## config.mk

```make
export PLATFORM = sky130hd
export DESIGN_NAME = ahe_ram
export DESIGN_NICKNAME = d
export VERILOG_FILES = /design/src/ahe_ram.sv
export SDC_FILE = /design/constraint.sdc
export NUM_CORES = 1
export LEC_CHECK = 0
export ABC_AREA = 1
export BUFFER_PORTS_ARGS = -buffer_cell sky130_fd_sc_hd__buf_4
export CAP_MARGIN = 5
export CELL_PAD_IN_SITES_DETAIL_PLACEMENT = 2
export CELL_PAD_IN_SITES_GLOBAL_PLACEMENT = 2
export CORE_ASPECT_RATIO = 1.2
export CORE_MARGIN = 1
export CORE_UTILIZATION = 35
export DETAILED_ROUTE_END_ITERATION = 7
export GPL_ROUTABILITY_DRIVEN = 1
export PLACE_DENSITY = 0.75
export RECOVER_POWER = 100
export REMOVE_ABC_BUFFERS = 1
export SKIP_LAST_GASP = 1
export SLEW_MARGIN = 20
export SYNTH_ARGS = -nofsm -noshare
export SYNTH_HDL_FRONTEND = slang
export SYNTH_SLANG_ARGS = --single-unit
```

## constraint.sdc

```tcl
create_clock -name clk -period 1.1 [get_ports clk]
set_clock_uncertainty 0.05 [all_clocks]
set_input_delay 0.165 -clock clk [delete_from_list [all_inputs] [get_ports clk]]
set_output_delay 0.165 -clock clk [all_outputs]
set_load 0.01 [all_outputs]
```

## src/ahe_ram.sv

```systemverilog
// ----------------------------------------------------------------------------
// Generic RAM
// One write port with a bit mask, one read port with registered read data.
// ----------------------------------------------------------------------------
module ahe_ram #(
    parameter int WIDTH = 8,
    parameter int DEPTH = 16,
    localparam int AW = (DEPTH > 1) ? $clog2(DEPTH) : 1
) (
    input  logic             clk,
    input  logic             we,
    input  logic [AW-1:0]    waddr,
    input  logic [WIDTH-1:0] wmask,
    input  logic [WIDTH-1:0] wdata,
    input  logic [AW-1:0]    raddr,
    output logic [WIDTH-1:0] rdata
);

    logic [WIDTH-1:0] mem [DEPTH];

    // Masked write.
    always_ff @(posedge clk)
    begin
        if (we)
        begin
            for (int b = 0; b < WIDTH; b++)
            begin
                if (wmask[b])
                begin
                    mem[waddr][b] <= wdata[b];
                end
            end
        end
    end

    // Registered read.
    always_ff @(posedge clk)
    begin
        rdata <= mem[raddr];
    end

endmodule

```

# --- Word-level counts from Yosys, hierarchy flattened ---
# Memory sizes are Yosys's and may differ from the RTL's. A register that Yosys moved wholly into a read port is not among the register bits.
# Cells that the tools add are included.
classes:
  n_mux: 24
op_table:
  columns: ["op", "count"]
  rows:
  - ["$mux W1", 24]
word_totals:
  regBits: 0
  mem_bits_rw: 128
  inputBits: 26
  output_inout_bits: 8
  wordCells: 25
  n_memories: 1
memory_table:
  columns: ["memory", "words", "word_bits", "read_ports", "rd_clocked_by_memory_dff", "wr", "line", "text"]
  rows:
  - ["mem", 16, 8, 1, 1, 1, "19", "logic [WIDTH-1:0] mem [DEPTH];"]

# --- Logic depth before layout (Yosys ltp) ---
depth:
  word_depth: 3
  ltp_mapped: 8
  mapped_depth_nobuf: 7

# --- Worst setup path after synthesis ---
# Ideal clock, no wire load.
synth_path:
  path_type: "input to register"
  startpoint: "input port we"
  endpoint: "memory mem[11][0] (enable)"
  setup_time_ns: 0.300
  t_arrival_ns: 0.729
  required_ns: 0.750
  setup_slack_ns: 0.021
  cell_stages: 4
  path_buffers: 2
  cell_sequence: "buf_2 > nand2_1 > buf_2 > nor2_1"
synth_via:
  elab_chain_cells: 2
synth_rtl:
  columns: ["item", "line", "text"]
  rows:
  - ["start: declaration", "11", "input logic we,"]
  - ["$mux W1", "24", "if (we)"]
  - ["$mux W1 (implied by the code)", "30", "mem[waddr][b] <= wdata[b];"]
  - ["end: declaration", "19", null]
# Every way passes these cells.

# --- Final worst setup path ---
layout_path:
  startpoint: "register rdata[4], read port of mem"
  endpoint: "output port rdata[4]"
layout_lines:
  columns: ["item", "line", "text"]
  rows:
  - ["start: declaration", "16", "output logic [WIDTH-1:0] rdata"]
# No word-level cell between the ends.

==> summary.txt <==
Critical path
  • CP delay by family, top: flip-flops
  • Flop2flop setup slack: 0.06 ns
  • Crit. End Element: primary output
  • Crit-path max FO: 1
  • Worst Path Required: 0.88 ns
  • Delay of the slowest critical-path stage: approximately 0.33 ns
  • Worst Setup Path Type: reg2out
  • Slowest cell on the critical path: dfxtp_1
  • CP cell instances: buf_6
  • Startpoint types: flop
  • CP bufs+invs: 1
  • CP arrival: between 0.8 and 0.9 ns

Yosys
  • Largest family of logic cells by synthesized area: simple AND/OR/NAND/NOR gates
  • Top-count cell post-synth: nand2_1
  • Simple-Gate Fraction of Synth Area: 0.271
  • Top cells by count, synth: 194 x nand2_1, 134 x nor2_1, 128 x edfxtp_1
  • Post-synth top flop: edfxtp_1
  • Largest cells by area after synthesis: edfxtp_1 61%, nand2_1 12%, nor2_1 8.0%, nand3_1 7.6%, inv_1 6.2%
  • Post-synthesis sequential area ratio: 0.633
  • Adder-Cell Fraction of Synth Area: 0
  • Synth Area in Compound Gates: 0
  • Leading area contributor after synthesis: edfxtp_1
  • Mean Syn Cell Area: 9.05 µm²
  • Area share of the largest cell type after synthesis: 0.608
  • Proportion of synthesized area in mux cells: 0
  • Xor and xnor fraction of the mapped netlist area: 0
  • Async set-reset flop share out of synthesis: 0
  • Synth warnings: 0
  • Netlist Area Pre-Place: approximately 6300 µm²
  • Post-synth EDFFs: 128
  • Gate Count Post-Synth: 699
  • Distinct cells, synth: 11
  • Synthesized flop and latch total: between 100 and 150

Global route
  • Largest net degree at the start of global routing: 44
  • Initial antenna violation count: 1
  • First-pass GRT wire length: 33.1 mm
  • Vias in the first global route: about 5600
  • GRT Overall Usage: 0.246
  • Remaining Overflow, GRT: 0

Timing
  • Pins over their slew limit: 0
  • Worst-margin pin slew: 0.731 ns
  • Final Cycle Share: 0.983
  • Hold Vio Cnt, Final: 0
  • Final WS setup: 0.0183 ns
  • RSZ-0062 raised after global routing: false
  • Setup TNS: 0 ns
  • Rel. slew slack: 0.512
  • Setup-failing EPs final: 0
  • Hold Slack: 0.0719 ns
  • Highest Clock Rate: 0.924 GHz
  • Post-layout minimum cycle time: ~1.1 ns

Pwr
  • VDD IR max: 0.000912 V
  • Static leakage: 3.28 nW
  • Pwr/cell area: 1590 nW/µm²

Routing
  • Drc violations: 0
  • 1st-pass router iterations: 4
  • Antenna-violating nets left: 0
  • Drt wl/cell: 21.4 µm
  • Via/cell ratio: 5.07
  • DRT iter0 DRCs: 265
  • Vias: 5106
  • Final wirelength: 21.5 mm

Clock tree
  • Total CTS buffers: 17
  • Clk_lat worst skew: 0.43 ns
  • Total clock sinks: 136
  • H-tree depth: 4
  • CTS max path bufs: 2
  • CTS tree: yes
  • Worst-path clk slew: around 0.06 ns
  • # Post-CTS Setup Buffers: 0
  • Clock root buffer: clkbuf_16

Final layout
  • Final nets: 802
  • Share of cells above drive strength 1: 0.135
  • Number of diodes: 0
  • Design area: 7650 µm²
  • Area growth, synth to finish: 20.9%
  • Final core utilization: 0.435

Floorplan
  • Number of I/O pins: 34
  • Initial core utilization: 0.360
  • Die width: 125 µm
  • Chip height: 149 µm
  • Die area: 18600 µm²
  • Rows: 53
  • CORE AREA: 17600 µm²

Run
  • Max-cap violations: 0

Placed design
  • Final HPWL DP: 14.1 mm
  • Dpl ws: -0.381 ns
  • Port Buffers: 33
  • Placed inst area: 7140 µm²
  • Gp weighted congestion: 0.790

Min path
  • Hold crit path type: in2reg

Status
  • Outcome: finished, final reports clean
layout by cell type (no fill, tap or decap), types with 5 or more instances in the layout:
| cell | Yosys | layout |
|---|---|---|
| buf_12 | 0 | 8 |
| clkbuf_1 | 1 | 18 |
| inv_1 | 104 | 104 |
| buf_6 | 6 | 5 |
| clkbuf_16 | 0 | 17 |
| clkbuf_2 | 0 | 19 |
| edfxtp_1 | 128 | 128 |
| nand3_1 | 96 | 93 |
| nand2_1 | 194 | 194 |
| buf_4 | 4 | 39 |
| nor2_1 | 134 | 134 |
cell families (layout without fill, tap and decap cells):
logic type,count (synthesis),after routing
buffers and inverters,139,227
DFF,136,136
and+or+nand+nor,424,424
timing repair:
| action | CTS | global route |
|---|---|---|
| pin swaps | 0 | 1 |
| setup endpoints to repair | 2 | 5 |
| endpoints found under the hold margin | 64 | 0 |
| hold buffers | 4 | 0 |
| gates resized for setup | 3 | 9 |
through the flow:
step	instances	total power, mW
after floorplan	666	6.27
after global placement	973	6.89
after CTS	1007	12.3
after global routing	1007	12.5
after detailed placement	973	6.94
final	1007	12.2
state kept, by name, summed over array words and instances, names as in the netlist:
name and flops:
mem 128, rdata 8
final timing paths:
| path | from | end | depth (start not counted) |
|---|---|---|---|
| worst min register to register | mem[2][3] | rdata[3] | 6 |
| worst min-delay path | raddr[3] | rdata[3] | 3 |
| worst max register to register | mem[10][2] | rdata[2] | 6 |
| worst max-delay path | rdata[4] | rdata[4] | 1 |
where the power goes:
| part | switching (mW) | leakage [nW] | internal, mW |
|---|---|---|---|
| Clock | 2.10 | 0.262 | 3.24 |
| Sequential | 0.0278 | 1.22 | 5.76 |
| Combinational | 0.697 | 1.80 | 0.359 |
layer usage:
metal	track usage	part of all wire	up-vias
met5	0	0.0010	-
met4	0.101	0.027	4
met3	0.0588	0.038	49
met2	0.433	0.53	93
met1	0.288	0.41	2605
li1	-	-	2355
layout make-up:
type / instances / area (µm²)
clock buffers: 25 / 485
clock inverters: 5 / 47.5
fillers: 1936 / 9920
inverters: 106 / 398
multi-input cells: 424 / 1730
flip-flops and latches: 136 / 4010
well taps: 220 / 275
repair buffers: 91 / 708
(Power assumes the default switching activity.)
